### config.mk
export PLATFORM = sky130hd
export DESIGN_NAME = control_signal_qualifier_autorepeat
export DESIGN_NICKNAME = d
export VERILOG_FILES = /design/src/sv/csqa_pkg.sv /design/src/sv/csqa_cfg.sv /design/src/sv/csqa_step.sv /design/src/sv/control_signal_qualifier_autorepeat.sv
export SDC_FILE = /design/constraint.sdc
export NUM_CORES = 1
export LEC_CHECK = 0
export ABC_AREA = 0
export BUFFER_PORTS_ARGS = -buffer_cell sky130_fd_sc_hd__buf_4
export CORE_MARGIN = 4
export CORE_UTILIZATION = 40
export DETAILED_ROUTE_END_ITERATION = 8
export PLACE_DENSITY = 0.68
export SYNTH_ARGS = -nofsm -noshare
export SYNTH_HDL_FRONTEND = slang
export SYNTH_SLANG_ARGS = --single-unit
### constraint.sdc
create_clock -name clk -period 5.1 [get_ports clk]
set_clock_uncertainty 0.2 [all_clocks]
set_input_delay 0.765 -clock clk [delete_from_list [all_inputs] [get_ports clk]]
set_output_delay 0.765 -clock clk [all_outputs]
set_load 0.005 [all_outputs]
### src/sv/csqa_pkg.sv
// Package for the control signal qualifier with auto-repeat.
// Holds register indexes, mode codes, delay defaults and the config struct.
// No dependencies.
package csqa_pkg;

  // Field widths
  localparam int unsigned MODE_W    = 2;
  localparam int unsigned COUNT_W   = 3;
  localparam int unsigned MS_W      = 16;
  localparam int unsigned INDEX_W   = 2;
  localparam int unsigned CFG_IDX_W = 3;
  localparam int unsigned CFG_DAT_W = 16;

  // Delay table: four registers, at most MAX_DELAYS entries in use
  localparam int unsigned DELAY_REGS = 4;
  localparam int unsigned MAX_DELAYS = 4;
  localparam int unsigned DELAY_LIM  = (MAX_DELAYS < DELAY_REGS) ? MAX_DELAYS : DELAY_REGS;

  localparam logic [COUNT_W-1:0] COUNT_LIM     = COUNT_W'(DELAY_LIM);
  localparam logic [COUNT_W-1:0] COUNT_DEFAULT = COUNT_W'(2);
  localparam logic [MS_W-1:0]    DEFAULT_LONG  = MS_W'(1000);
  localparam logic [MS_W-1:0]    DEFAULT_SHORT = MS_W'(100);
  localparam logic [MS_W-1:0]    TIMER_MAX     = '1;

  // Mode codes
  localparam logic [MODE_W-1:0] MODE_LEVEL   = 2'd0;
  localparam logic [MODE_W-1:0] MODE_RELEASE = 2'd1;
  localparam logic [MODE_W-1:0] MODE_REPEAT  = 2'd2;

  // Register indexes
  localparam logic [CFG_IDX_W-1:0] REG_MODE   = 3'd0;
  localparam logic [CFG_IDX_W-1:0] REG_COUNT  = 3'd1;
  localparam logic [CFG_IDX_W-1:0] REG_DELAY0 = 3'd2;
  localparam logic [CFG_IDX_W-1:0] REG_DELAY1 = 3'd3;
  localparam logic [CFG_IDX_W-1:0] REG_DELAY2 = 3'd4;
  localparam logic [CFG_IDX_W-1:0] REG_DELAY3 = 3'd5;

  typedef logic [MS_W-1:0] ms_t;

  // Configuration handed from the register file to the update logic
  typedef struct packed {
    logic [MODE_W-1:0]  mode;
    logic [COUNT_W-1:0] count;
    ms_t [DELAY_REGS-1:0] delay;
  } cfg_t;

  // Per-control state carried between updates
  typedef struct packed {
    logic               was_held;
    ms_t                timer;
    logic [INDEX_W-1:0] index;
  } state_t;

endpackage

### src/sv/csqa_cfg.sv
// Configuration register file for the auto-repeat qualifier.
// Depends on csqa_pkg.
module csqa_cfg (
  input  logic                            clk,
  input  logic                            rst_n,
  input  logic                            wr_en,
  input  logic [csqa_pkg::CFG_IDX_W-1:0] wr_index,
  input  logic [csqa_pkg::CFG_DAT_W-1:0] wr_data,
  output csqa_pkg::cfg_t                  cfg
);

  csqa_pkg::cfg_t cfg_r;
  csqa_pkg::cfg_t cfg_nxt;

  // Decode the register index; writes beyond the list are dropped
  always_comb begin
    cfg_nxt = cfg_r;
    if (wr_en) begin
      case (wr_index)
        csqa_pkg::REG_MODE:   cfg_nxt.mode     = wr_data[csqa_pkg::MODE_W-1:0];
        csqa_pkg::REG_COUNT:  cfg_nxt.count    = wr_data[csqa_pkg::COUNT_W-1:0];
        csqa_pkg::REG_DELAY0: cfg_nxt.delay[0] = wr_data[csqa_pkg::MS_W-1:0];
        csqa_pkg::REG_DELAY1: cfg_nxt.delay[1] = wr_data[csqa_pkg::MS_W-1:0];
        csqa_pkg::REG_DELAY2: cfg_nxt.delay[2] = wr_data[csqa_pkg::MS_W-1:0];
        csqa_pkg::REG_DELAY3: cfg_nxt.delay[3] = wr_data[csqa_pkg::MS_W-1:0];
        default: ;
      endcase
    end
  end

  always_ff @(posedge clk) begin
    if (!rst_n) begin
      cfg_r <= '0;
    end else begin
      cfg_r <= cfg_nxt;
    end
  end

  assign cfg = cfg_r;

endmodule

### src/sv/csqa_step.sv
// One update of the qualifier: fire output and next state from one input word.
// Purely combinational; depends on csqa_pkg.
module csqa_step #(
  parameter int unsigned MAX_DELAYS = csqa_pkg::MAX_DELAYS
) (
  input  csqa_pkg::cfg_t   cfg,
  input  csqa_pkg::state_t cur,
  input  logic             held,
  input  csqa_pkg::ms_t    elapsed_ms,
  output logic             fire,
  output csqa_pkg::state_t nxt
);

  // Entries usable: the smaller of MAX_DELAYS and the delay registers
  localparam int unsigned DELAY_LIM =
    (MAX_DELAYS < csqa_pkg::DELAY_REGS) ? MAX_DELAYS : csqa_pkg::DELAY_REGS;
  localparam logic [csqa_pkg::COUNT_W-1:0] COUNT_LIM = csqa_pkg::COUNT_W'(DELAY_LIM);

  logic [csqa_pkg::MS_W:0]        sum;
  csqa_pkg::ms_t                  timer_sat;
  logic [csqa_pkg::COUNT_W-1:0]   cnt;
  logic [csqa_pkg::INDEX_W-1:0]   last_idx;
  logic [csqa_pkg::INDEX_W-1:0]   idx;
  csqa_pkg::ms_t                  delay;
  logic                           press;
  logic                           due;

  // Saturating timer advance
  assign sum       = {1'b0, cur.timer} + {1'b0, elapsed_ms};
  assign timer_sat = sum[csqa_pkg::MS_W] ? csqa_pkg::TIMER_MAX : sum[csqa_pkg::MS_W-1:0];

  // Entries in use: default pair when zero, otherwise clamp to the table
  always_comb begin
    if (cfg.count == '0) begin
      cnt = csqa_pkg::COUNT_DEFAULT;
    end else if (cfg.count > COUNT_LIM) begin
      cnt = COUNT_LIM;
    end else begin
      cnt = cfg.count;
    end
  end

  assign last_idx = csqa_pkg::INDEX_W'(cnt - 3'd1);
  assign idx = ({1'b0, cur.index} >= cnt) ? last_idx : cur.index;

  // Current delay
  always_comb begin
    if (cfg.count == '0) begin
      delay = (idx == '0) ? csqa_pkg::DEFAULT_LONG : csqa_pkg::DEFAULT_SHORT;
    end else begin
      delay = cfg.delay[idx];
    end
  end

  assign press = held && !cur.was_held;
  assign due   = held && (timer_sat >= delay);

  // Mode select
  always_comb begin
    nxt.was_held = held;
    nxt.timer    = timer_sat;
    nxt.index    = cur.index;
    case (cfg.mode)
      csqa_pkg::MODE_LEVEL: begin
        fire = held;
      end
      csqa_pkg::MODE_REPEAT: begin
        fire      = press || due;
        nxt.index = idx;
        if (press) begin
          nxt.timer = '0;
          nxt.index = '0;
        end else if (due) begin
          nxt.timer = '0;
          nxt.index = ({1'b0, idx} + 3'd1 >= cnt) ? last_idx : idx + 2'd1;
        end
      end
      default: begin
        fire = cur.was_held && !held;
      end
    endcase
  end

endmodule

### src/sv/control_signal_qualifier_autorepeat.sv
// Top level of the control signal qualifier with typematic auto-repeat.
// Depends on csqa_pkg, csqa_cfg and csqa_step.
//
//   channel | ports                          | direction | handshake
//   in      | in_held, in_elapsed_ms         | input     | in_valid / in_stall
//   out     | out_fire                       | output    | out_valid / out_stall
//   cfg     | cfg_index, cfg_data            | input     | cfg_valid / cfg_ready
//
// One word per cycle while out_stall is low. A word is latched into the input
// register and then updated through csqa_step into the result register once
// that register is empty or being drained. Synchronous active-low reset clears
// valid flags, state and the configuration registers; payload registers are
// not reset. out_stall holds the result register; the input register then
// holds too and in_stall rises while it is full.
module control_signal_qualifier_autorepeat #(
  parameter int unsigned MAX_DELAYS = csqa_pkg::MAX_DELAYS
) (
  input  logic                            clk,
  input  logic                            rst_n,
  input  logic                            in_valid,
  output logic                            in_stall,
  input  logic                            in_held,
  input  logic [csqa_pkg::MS_W-1:0]      in_elapsed_ms,
  output logic                            out_valid,
  input  logic                            out_stall,
  output logic                            out_fire,
  input  logic                            cfg_valid,
  output logic                            cfg_ready,
  input  logic [csqa_pkg::CFG_IDX_W-1:0] cfg_index,
  input  logic [csqa_pkg::CFG_DAT_W-1:0] cfg_data
);

  csqa_pkg::cfg_t   cfg;
  csqa_pkg::state_t state_r;
  csqa_pkg::state_t state_nxt;

  logic             in_valid_r;
  logic             in_held_r;
  csqa_pkg::ms_t    in_elapsed_r;
  logic             out_valid_r;
  logic             out_fire_r;
  logic             fire_nxt;
  logic             out_free;
  logic             step_en;
  logic             in_take;

  // Register file
  assign cfg_ready = 1'b1;

  csqa_cfg u_cfg (
    .clk      (clk),
    .rst_n    (rst_n),
    .wr_en    (cfg_valid && cfg_ready),
    .wr_index (cfg_index),
    .wr_data  (cfg_data),
    .cfg      (cfg)
  );

  // Update logic
  csqa_step #(
    .MAX_DELAYS (MAX_DELAYS)
  ) u_step (
    .cfg        (cfg),
    .cur        (state_r),
    .held       (in_held_r),
    .elapsed_ms (in_elapsed_r),
    .fire       (fire_nxt),
    .nxt        (state_nxt)
  );

  // Advance when the result register is empty or being drained
  assign out_free = !out_valid_r || !out_stall;
  assign step_en  = in_valid_r && out_free;
  assign in_stall = in_valid_r && !out_free;
  assign in_take  = in_valid && !in_stall;

  // Input register
  always_ff @(posedge clk) begin
    if (!rst_n) begin
      in_valid_r <= 1'b0;
    end else if (in_take) begin
      in_valid_r <= 1'b1;
    end else if (step_en) begin
      in_valid_r <= 1'b0;
    end
  end

  always_ff @(posedge clk) begin
    if (in_take) begin
      in_held_r    <= in_held;
      in_elapsed_r <= in_elapsed_ms;
    end
  end

  // State and result register
  always_ff @(posedge clk) begin
    if (!rst_n) begin
      state_r     <= '0;
      out_valid_r <= 1'b0;
    end else begin
      if (step_en) begin
        state_r <= state_nxt;
      end
      if (out_free) begin
        out_valid_r <= step_en;
      end
    end
  end

  always_ff @(posedge clk) begin
    if (step_en) begin
      out_fire_r <= fire_nxt;
    end
  end

  assign out_valid = out_valid_r;
  assign out_fire  = out_fire_r;

  // Checks
  a_step_gives_result: assert property (@(posedge clk) disable iff (!rst_n)
    step_en |=> out_valid_r)
    else $error("update did not reach the result register");

  a_level_follows: assert property (@(posedge clk) disable iff (!rst_n)
    step_en && (cfg.mode == csqa_pkg::MODE_LEVEL) |=> out_fire_r == $past(in_held_r))
    else $error("level mode output differs from held");

  a_press_fires: assert property (@(posedge clk) disable iff (!rst_n)
    step_en && (cfg.mode == csqa_pkg::MODE_REPEAT) && in_held_r && !state_r.was_held
    |=> out_fire_r && (state_r.timer == '0) && (state_r.index == '0))
    else $error("press did not fire and restart the repeat timer");

endmodule
==> results_tabular.tex, run 1 <==
\begin{tabular}{lr}
\hline
Metric & Value \\
\hline
\multicolumn{2}{l}{\textbf{Logic synthesis}} \\
\quad Post-synthesis sequential area ratio & 0.404 \\
\quad Flops \& latches, synth & 108 \\
\quad Synth area leaders & sky130\_fd\_sc\_hd\_\_dfxtp\_1, sky130\_fd\_sc\_hd\_\_nand2\_1, sky130\_fd\_sc\_hd\_\_edfxtp\_1 \\
\quad Unique masters post-synth & 63 \\
\quad Yosys Warn Count & 0 \\
\quad Gate count after technology mapping & 630 \\
\quad Synthesized net count & 708 \\
\quad Number of enable flip-flop cells after synthesis & 18 \\
\quad Dominant synthesized flop cell & sky130\_fd\_sc\_hd\_\_dfxtp\_1 \\
\quad Mean cell area of the mapped netlist & 9.21 um2 \\
\quad Proportion of netlist area held by the largest area contributor & 0.311 \\
\quad Cell type with the largest total area after synthesis & sky130\_fd\_sc\_hd\_\_dfxtp\_1 \\
\quad Total standard cell area after synthesis & 5800 um2 \\
\quad Synth async-reset ratio & 0 \\
\multicolumn{2}{l}{\textbf{Timing}} \\
\quad Setup total negative slack & 0 ns \\
\quad Transition time of the tightest slew-check pin & 1.08 ns \\
\quad Setup repair after global routing missed its margin & false \\
\quad Final WS setup & 0.407 ns \\
\quad Total setup violations reported at the end of the flow & 0 \\
\quad Count of pins over their slew limit & 0 \\
\quad Final Cycle Share & 0.920 \\
\quad Remaining max-slew budget at the tightest pin & 0.280 \\
\quad Final Hold Viols & 0 \\
\quad Maximum frequency from static timing analysis & 0.213 GHz \\
\quad Minimum period implied by the final worst setup slack & 4.69 ns \\
\multicolumn{2}{l}{\textbf{Placement}} \\
\quad Area post-placement & 6290 um2 \\
\quad HPWL Detailed & 9720 um \\
\quad Setup Slack @ Placement & 0.424 ns \\
\quad Count of input and output buffers & 43 \\
\quad RePlAce Congestion & 0.825 \\
\multicolumn{2}{l}{\textbf{Route}} \\
\quad Drt via density & 5.35 \\
\quad Number of detailed-route iterations in the first pass & 4 \\
\quad Routed wire length per instance & 16.0 um \\
\quad Number of nets with antenna violations after routing & 0 \\
\quad First DRT Iteration DRCs & 255 \\
\quad DRC violation count after routing & 0 \\
\quad Final Routed Wirelength & 13600 um \\
\quad Vias after detailed routing & 4554 \\
\multicolumn{2}{l}{\textbf{Cells and area}} \\
\quad Number of fill cells & 1318 \\
\quad Commonest cells after routing, fill and taps aside & sky130\_fd\_sc\_hd\_\_nand2\_1, sky130\_fd\_sc\_hd\_\_dfxtp\_1, sky130\_fd\_sc\_hd\_\_a21boi\_0 \\
\quad Layout area overhead & 13.3\% \\
\quad Post-layout instance area & 6570 um2 \\
\quad Number of nets at the end of the flow & 744 \\
\quad Layout cells sized above 1 & 0.156 \\
\quad Ant. Diodes & 0 \\
\quad Most common cell after layout, fill and taps aside & sky130\_fd\_sc\_hd\_\_nand2\_1 \\
\multicolumn{2}{l}{\textbf{Power}} \\
\quad PwrDens & 303 nW/um2 \\
\quad IR drop worst, VDD & 0.000223 V \\
\quad Static Leakage & 0.00250 uW \\
\multicolumn{2}{l}{\textbf{Global routing}} \\
\quad Global-route total usage across every layer & 0.172 \\
\quad Final global-route overflow total & 0 \\
\quad Global-route wire length before repair & 22600 um \\
\quad Via count of the first global-routing pass & 4673 \\
\quad Largest net degree at the start of global routing & 77 \\
\quad Number of antenna violations at the first check in global routing & 0 \\
\multicolumn{2}{l}{\textbf{Clocking}} \\
\quad Clock tree buffer depth & 2 \\
\quad H-tree levels & 3 \\
\quad Clk pin slew, worst setup/hold paths & 0.07 ns \\
\quad Clock insertion delay at the later pin of the skew report & 0.36 ns \\
\quad Number of buffers added by the clock tree synthesis step & 9 \\
\quad TritonCTS clock tree & built \\
\quad Post-CTS setup repair buffer count & 0 \\
\quad Total number of clock tree sinks & 108 \\
\quad Clock root buffer master & sky130\_fd\_sc\_hd\_\_clkbuf\_16 \\
\multicolumn{2}{l}{\textbf{Setup path}} \\
\quad Reg2reg setup slack & 0.41 ns \\
\quad Worst reg2reg path startpoint & in\_elapsed\_r[0] \\
\quad Top Family by Delay on Critical Path & compound AO/OA/AOI/OAI gates \\
\quad Crit path launch & in\_elapsed\_r[0] \\
\quad Critical path buffer and inverter count & 2 \\
\quad Logic depth of the worst register-to-register path & 17 \\
\quad Critical path's largest stage delay & 0.51 ns \\
\quad Cells along the critical path & ha\_1 > fa\_1 > a211oi\_2 > o21ai\_2 > o2111ai\_2 > nand3\_2 > a41oi\_4 > buf\_4 > nand2b\_4 > ha\_1 > o21a\_1 > o211ai\_1 > a2111oi\_2 > a211oi\_2 > o211ai\_2 > inv\_2 > a22o\_1 \\
\quad Cell with the largest stage delay on the worst path & sky130\_fd\_sc\_hd\_\_a2111oi\_2 \\
\quad Maximum fanout encountered on the critical timing path & 13 \\
\quad Type of element launching the critical path & register \\
\quad Required time at the worst-slack endpoint & 5.15 ns \\
\quad Reg-to-Reg End & state\_r[3] \\
\quad Crit path capture type & register \\
\quad Data arrival time at the worst-slack endpoint & 4.74 ns \\
\quad Class of the most critical setup path & register to register \\
\multicolumn{2}{l}{\textbf{Floorplan}} \\
\quad Total Die Area & 16500 um2 \\
\quad Die Y & 128 um \\
\quad Starting density of the core & 0.413 \\
\quad Boundary pin count & 45 \\
\quad Placeable core region & 14000 um2 \\
\quad Number of cell rows & 43 \\
\quad Die width & 128 um \\
\multicolumn{2}{l}{\textbf{Worst hold path}} \\
\quad Hold path start & u\_cfg.cfg[11] \\
\quad Path category of the worst min-delay check & register to register \\
\quad Hold Path Depth & 2 \\
\quad Worst Hold Path EP & u\_cfg.cfg[11] \\
\multicolumn{2}{l}{\textbf{Run status}} \\
\quad Outcome & complete, no violations \\
\multicolumn{2}{l}{\textbf{Run}} \\
\quad Maximum capacitance violations & 0 \\
\hline
\end{tabular}
## cell usage after synthesis, drive strengths merged (2+ instances only)
library cell	n
a211oi	7
a21boi	66
a21o	9
a21oi	23
a22o	15
a311o	2
a31oi	4
and2	5
buf	7
clkbuf	20
dfxtp	90
edfxtp	18
ha	36
inv	11
mux2i	11
mux4	11
nand2	173
nand2b	13
nand3	6
nand4	3
nor2	17
nor2b	13
nor3	5
o211ai	6
o21a	3
o21ai	18
o2bb2ai	4
or3	2
xnor2	8
xor2	4
## stage by stage
step	instances	hold slack [ns]	utilization	total power, uW
2_1_floorplan	630	0.232	-	1220
3_3_place_gp	835	0.247	0.448	1320
3_5_place_dp	835	0.255	0.448	1330
4_1_cts	851	0.266	0.468	2020
5_1_grt	851	0.287	0.468	2110
6_report	851	0.263	0.468	1990
## area by class of cell
type	instances	area (um2)	share of cell area
Clock buffer	10	239	0.0364
Sequential cell	108	2340	0.356
Timing Repair Buffer	52	390	0.0594
Inverter	11	41.3	0.00628
Tap cell	180	225	0.0343
Multi-Input combinational cell	484	3290	0.500
Clock inverter	6	45.0	0.00685
## power by group
part	total (uW)	internal [uW]	switching [uW]
Sequential	921	900	21.1
Clock	679	350	330
Combinational	392	171	221
Total	1990	1420	571
## metal layers
layer / wire length, um / up-vias / track usage / part of all wire
met5: 0 / - / 0 / 0
met3: 610 / 9 / 0.0399 / 0.045
met2: 6570 / 72 / 0.298 / 0.48
li1: - / 2301 / - / -
met4: 155 / 0 / 0.0512 / 0.011
met1: 6240 / 2172 / 0.212 / 0.46
## kinds of logic after synthesis
| logic type | Yosys count | synth area share |
|---|---|---|
| compound gates | 169 | 0.219 |
| xor+xnor | 12 | 0.0181 |
| fa+ha+maj | 38 | 0.0828 |
| buf+inv | 38 | 0.0295 |
| flops | 108 | 0.404 |
| mux | 23 | 0.0636 |
| other cells | 1 | 0.000646 |
| simple gates | 241 | 0.182 |
## state kept, by name (all words and copies together), names as in the netlist
| signal | count |
|---|---|
| in_held_r | 1 |
| state_r | 19 |
| in_elapsed_r | 16 |
| in_valid_r | 1 |
| out_fire | 1 |
| u_cfg.cfg | 69 |
| out_valid | 1 |
## how the worst max path moves through the flow
stage                  end  slack [ns]  depth (start not counted)
6_report        state_r[3]        0.41                         17
3_5_place_dp    state_r[3]        0.42                         17
2_1_floorplan  state_r[10]        0.91                         18
5_1_grt         state_r[8]        0.05                         17
4_1_cts         state_r[3]        0.38                         19
3_3_place_gp   state_r[14]        0.58                         18
## tightest hold or removal path: stages (launching register included)
cell,delay [ns]
sky130_fd_sc_hd__dfxtp_1,0.31
sky130_fd_sc_hd__nand2_1,0.04
sky130_fd_sc_hd__a21boi_0,0.06
## timing repair
item	in CTS	in global routing
setup endpoints to repair	0	13
resized for setup	0	1
hold buffers	0	0
No activity file was read; power rests on OpenSTA's default activity.
==> inputs of run 2 (changes only) <==
--- a/config.mk
+++ b/config.mk
@@ -7,7 +7,6 @@
 export LEC_CHECK = 0
 export ABC_AREA = 0
 export BUFFER_PORTS_ARGS = -buffer_cell sky130_fd_sc_hd__buf_4
-export CORE_MARGIN = 4
 export CORE_UTILIZATION = 40
 export DETAILED_ROUTE_END_ITERATION = 8
 export PLACE_DENSITY = 0.68
==> results_tabular.tex, run 2 (synthesis results as in run 1) <==
\begin{tabular}{lr}
\hline
Metric & Value \\
\hline
\multicolumn{2}{l}{\textbf{Setup path}} \\
\quad Crit path launch & in\_elapsed\_r[0] \\
\quad Logic depth of the worst register-to-register path & 16 (-1) \\
\quad Required time at the worst-slack endpoint & 5.20 ns (+0.05 ns) \\
\quad Type of element launching the critical path & register \\
\quad Worst reg2reg path startpoint & in\_elapsed\_r[0] \\
\quad Class of the most critical setup path & register to register \\
\quad Endpoint of the most critical setup path & state\_r[15] \\
\quad Cells along the critical path & ha\_1 > fa\_1 > a211oi\_2 > o21ai\_2 > o2111ai\_2 > nand3\_2 > a41oi\_4 > nand2b\_1 > ha\_1 > a211oi\_1 > o21ai\_0 > a221o\_1 > a211oi\_2 > o211ai\_2 > inv\_2 > a22o\_1 \\
\quad Cell with the largest stage delay on the worst path & sky130\_fd\_sc\_hd\_\_a41oi\_4 \\
\quad Reg2reg setup slack & 0.36 ns (-0.04 ns) \\
\quad Data arrival time at the worst-slack endpoint & 4.84 ns (+0.10 ns) \\
\quad Critical path's largest stage delay & 0.52 ns (about the same) \\
\quad Maximum fanout encountered on the critical timing path & 13 (unchanged) \\
\quad Reg-to-Reg End & state\_r[15] \\
\quad Crit path capture type & register \\
\multicolumn{2}{l}{\textbf{Cells and area}} \\
\quad Ant. Diodes & 0 (unchanged) \\
\quad Final cell utilization of the core & 0.472 (+0.00404) \\
\quad Layout cells sized above 1 & 0.156 (unchanged) \\
\quad Number of flip-flops in the largest register & 69 (unchanged) \\
\quad Post-route insts no fill & 851 (unchanged) \\
\quad Most common cell after layout, fill and taps aside & sky130\_fd\_sc\_hd\_\_nand2\_1 \\
\quad Layout area overhead & 13.8\% \\
\quad Number of nets at the end of the flow & 744 (unchanged) \\
\quad Commonest cells after routing, fill and taps aside & sky130\_fd\_sc\_hd\_\_nand2\_1, sky130\_fd\_sc\_hd\_\_dfxtp\_1, sky130\_fd\_sc\_hd\_\_a21boi\_0 \\
\multicolumn{2}{l}{\textbf{Clocking}} \\
\quad Clock root buffer master & sky130\_fd\_sc\_hd\_\_clkbuf\_16 \\
\quad Resize count post-CTS & 0 (unchanged) \\
\quad Clock insertion delay at the later pin of the skew report & 0.36 ns (about the same) \\
\quad H-tree levels & 3 (unchanged) \\
\quad Total number of clock tree sinks & 108 (unchanged) \\
\quad Number of hold buffers added after cts & 0 (unchanged) \\
\quad Clock tree buffer depth & 2 (unchanged) \\
\quad TritonCTS clock tree & built \\
\quad Post-CTS setup repair buffer count & 0 (unchanged) \\
\quad Clk pin slew, worst setup/hold paths & 0.07 ns (about the same) \\
\quad Number of buffers added by the clock tree synthesis step & 9 (unchanged) \\
\multicolumn{2}{l}{\textbf{Power}} \\
\quad Switching portion of total power & 0.277 (-0.00951) \\
\quad Static Leakage & 0.00251 uW (+0.55\%) \\
\quad Combinational share of power & 0.190 (-0.007) \\
\quad Switching power & 569 uW (-0.34\%) \\
\quad PwrDens & 311 nW/um2 (+2.6\%) \\
\quad Internal power contribution & 1480 uW (+4.5\%) \\
\quad Seq pwr share & 0.449 (-0.013) \\
\quad IR drop worst, VDD & 0.000243 V (+9.0\%) \\
\quad Power share of the clock group & 0.362 (+0.021) \\
\multicolumn{2}{l}{\textbf{Route}} \\
\quad First DRT Iteration DRCs & 209 (-18\%) \\
\quad Number of detailed-route iterations in the first pass & 5 (+1) \\
\quad Routed wire length per instance & 15.7 um (-1.5\%) \\
\quad Number of nets with antenna violations after routing & 0 (unchanged) \\
\quad Vias after detailed routing & 4543 (-0.24\%) \\
\quad Final Routed Wirelength & 13400 um (-1.5\%) \\
\quad DRC violation count after routing & 0 (unchanged) \\
\quad Drt via density & 5.34 (-0.24\%) \\
\multicolumn{2}{l}{\textbf{Floorplan}} \\
\quad Die Y & 122 um (-4.7\%) \\
\quad Starting density of the core & 0.415 (+0.00159) \\
\quad Number of cell rows & 43 (unchanged) \\
\quad Die width & 122 um (-4.7\%) \\
\quad Boundary pin count & 45 (unchanged) \\
\quad Total Die Area & 15000 um2 (-9.1\%) \\
\quad Placeable core region & 14000 um2 (-0.38\%) \\
\multicolumn{2}{l}{\textbf{Global routing}} \\
\quad Global-route total usage across every layer & 0.193 (+0.0215) \\
\quad Final global-route overflow total & 0 (unchanged) \\
\quad Global-route wire length before repair & 22400 um (-1.0\%) \\
\quad Number of antenna violations at the first check in global routing & 0 (unchanged) \\
\quad Via count of the first global-routing pass & 4631 (-0.90\%) \\
\quad Largest net degree at the start of global routing & 77 (unchanged) \\
\multicolumn{2}{l}{\textbf{Placement}} \\
\quad Count of input and output buffers & 43 (unchanged) \\
\quad Placed instance count & 835 (unchanged) \\
\quad HPWL Detailed & 9730 um (+0.19\%) \\
\quad RePlAce Congestion & 0.843 (+2.3\%) \\
\quad Setup Slack @ Placement & 0.356 ns (-0.0677 ns) \\
\multicolumn{2}{l}{\textbf{Timing}} \\
\quad Total setup violations reported at the end of the flow & 0 (unchanged) \\
\quad Final WS setup & 0.364 ns (-0.0430 ns) \\
\quad Minimum period implied by the final worst setup slack & 4.74 ns (+0.0430 ns) \\
\quad Final Cycle Share & 0.929 (+0.00844) \\
\quad Final Hold Viols & 0 (unchanged) \\
\quad Transition time of the tightest slew-check pin & 1.03 ns (-0.0506 ns) \\
\quad Setup total negative slack & 0 ns (unchanged) \\
\quad Maximum frequency from static timing analysis & 0.211 GHz (-0.91\%) \\
\quad Setup repair after global routing missed its margin & false \\
\quad Remaining max-slew budget at the tightest pin & 0.314 (+0.0338) \\
\quad Count of pins over their slew limit & 0 (unchanged) \\
\multicolumn{2}{l}{\textbf{Worst hold path}} \\
\quad Path category of the worst min-delay check & register to register \\
\quad Hold path start & u\_cfg.cfg[40] \\
\multicolumn{2}{l}{\textbf{Run status}} \\
\quad Outcome & complete, no violations \\
\multicolumn{2}{l}{\textbf{Run}} \\
\quad Maximum capacitance violations & 0 (unchanged) \\
\hline
\end{tabular}
run 2: critical path: cells and delay by family (launching register included):
family / cells / cell delay (ns)
compound gates: 10 / 2.50
fa+ha+maj: 3 / 1.01
flops: 1 / 0.37
simple gates: 2 / 0.33
buf+inv: 1 / 0.26
run 2: how the worst min path moves through the flow:
stage,cells past startpoint,endpoint
3_3_place_gp,2,u_cfg.cfg[37]
6_report,2,u_cfg.cfg[40]
2_1_floorplan,2,state_r[2]
3_5_place_dp,2,u_cfg.cfg[26]
5_1_grt,2,u_cfg.cfg[34]
4_1_cts,2,u_cfg.cfg[26]
run 2: power by group through the flow:
| stage | clock network, uW | registers, uW | logic (uW) |
|---|---|---|---|
| floorplan | 0 | 933 | 288 |
| global placement | 0 | 940 | 375 |
| detailed placement | 0 | 941 | 388 |
| CTS | 761 | 922 | 392 |
| global route | 796 | 925 | 439 |
| finish | 743 | 921 | 390 |
run 2: area by class of cell:
class                   count  area [um2]
fillers                  1354        7380
multi-input cells         484        3290
flip-flops and latches    108        2340
repair buffers             52         390
clock buffers              11         253
well taps                 180         225
clock inverters             5        62.6
inverters                  11        41.3
run 2: per-stage QoR:
step	power (uW)	instance area [um2]	hold slack (ns)
2_1_floorplan	1220	5800	0.232
3_3_place_gp	1320	6290	0.248
3_5_place_dp	1330	6290	0.255
4_1_cts	2070	6600	0.266
5_1_grt	2160	6600	0.289
6_report	2050	6600	0.264
run 2: layer usage:
metal | part of all wire | GRT usage
met5 | 0 | 0
met4 | 0.012 | 0.0518
met3 | 0.043 | 0.0488
met2 | 0.48 | 0.331
met1 | 0.46 | 0.239
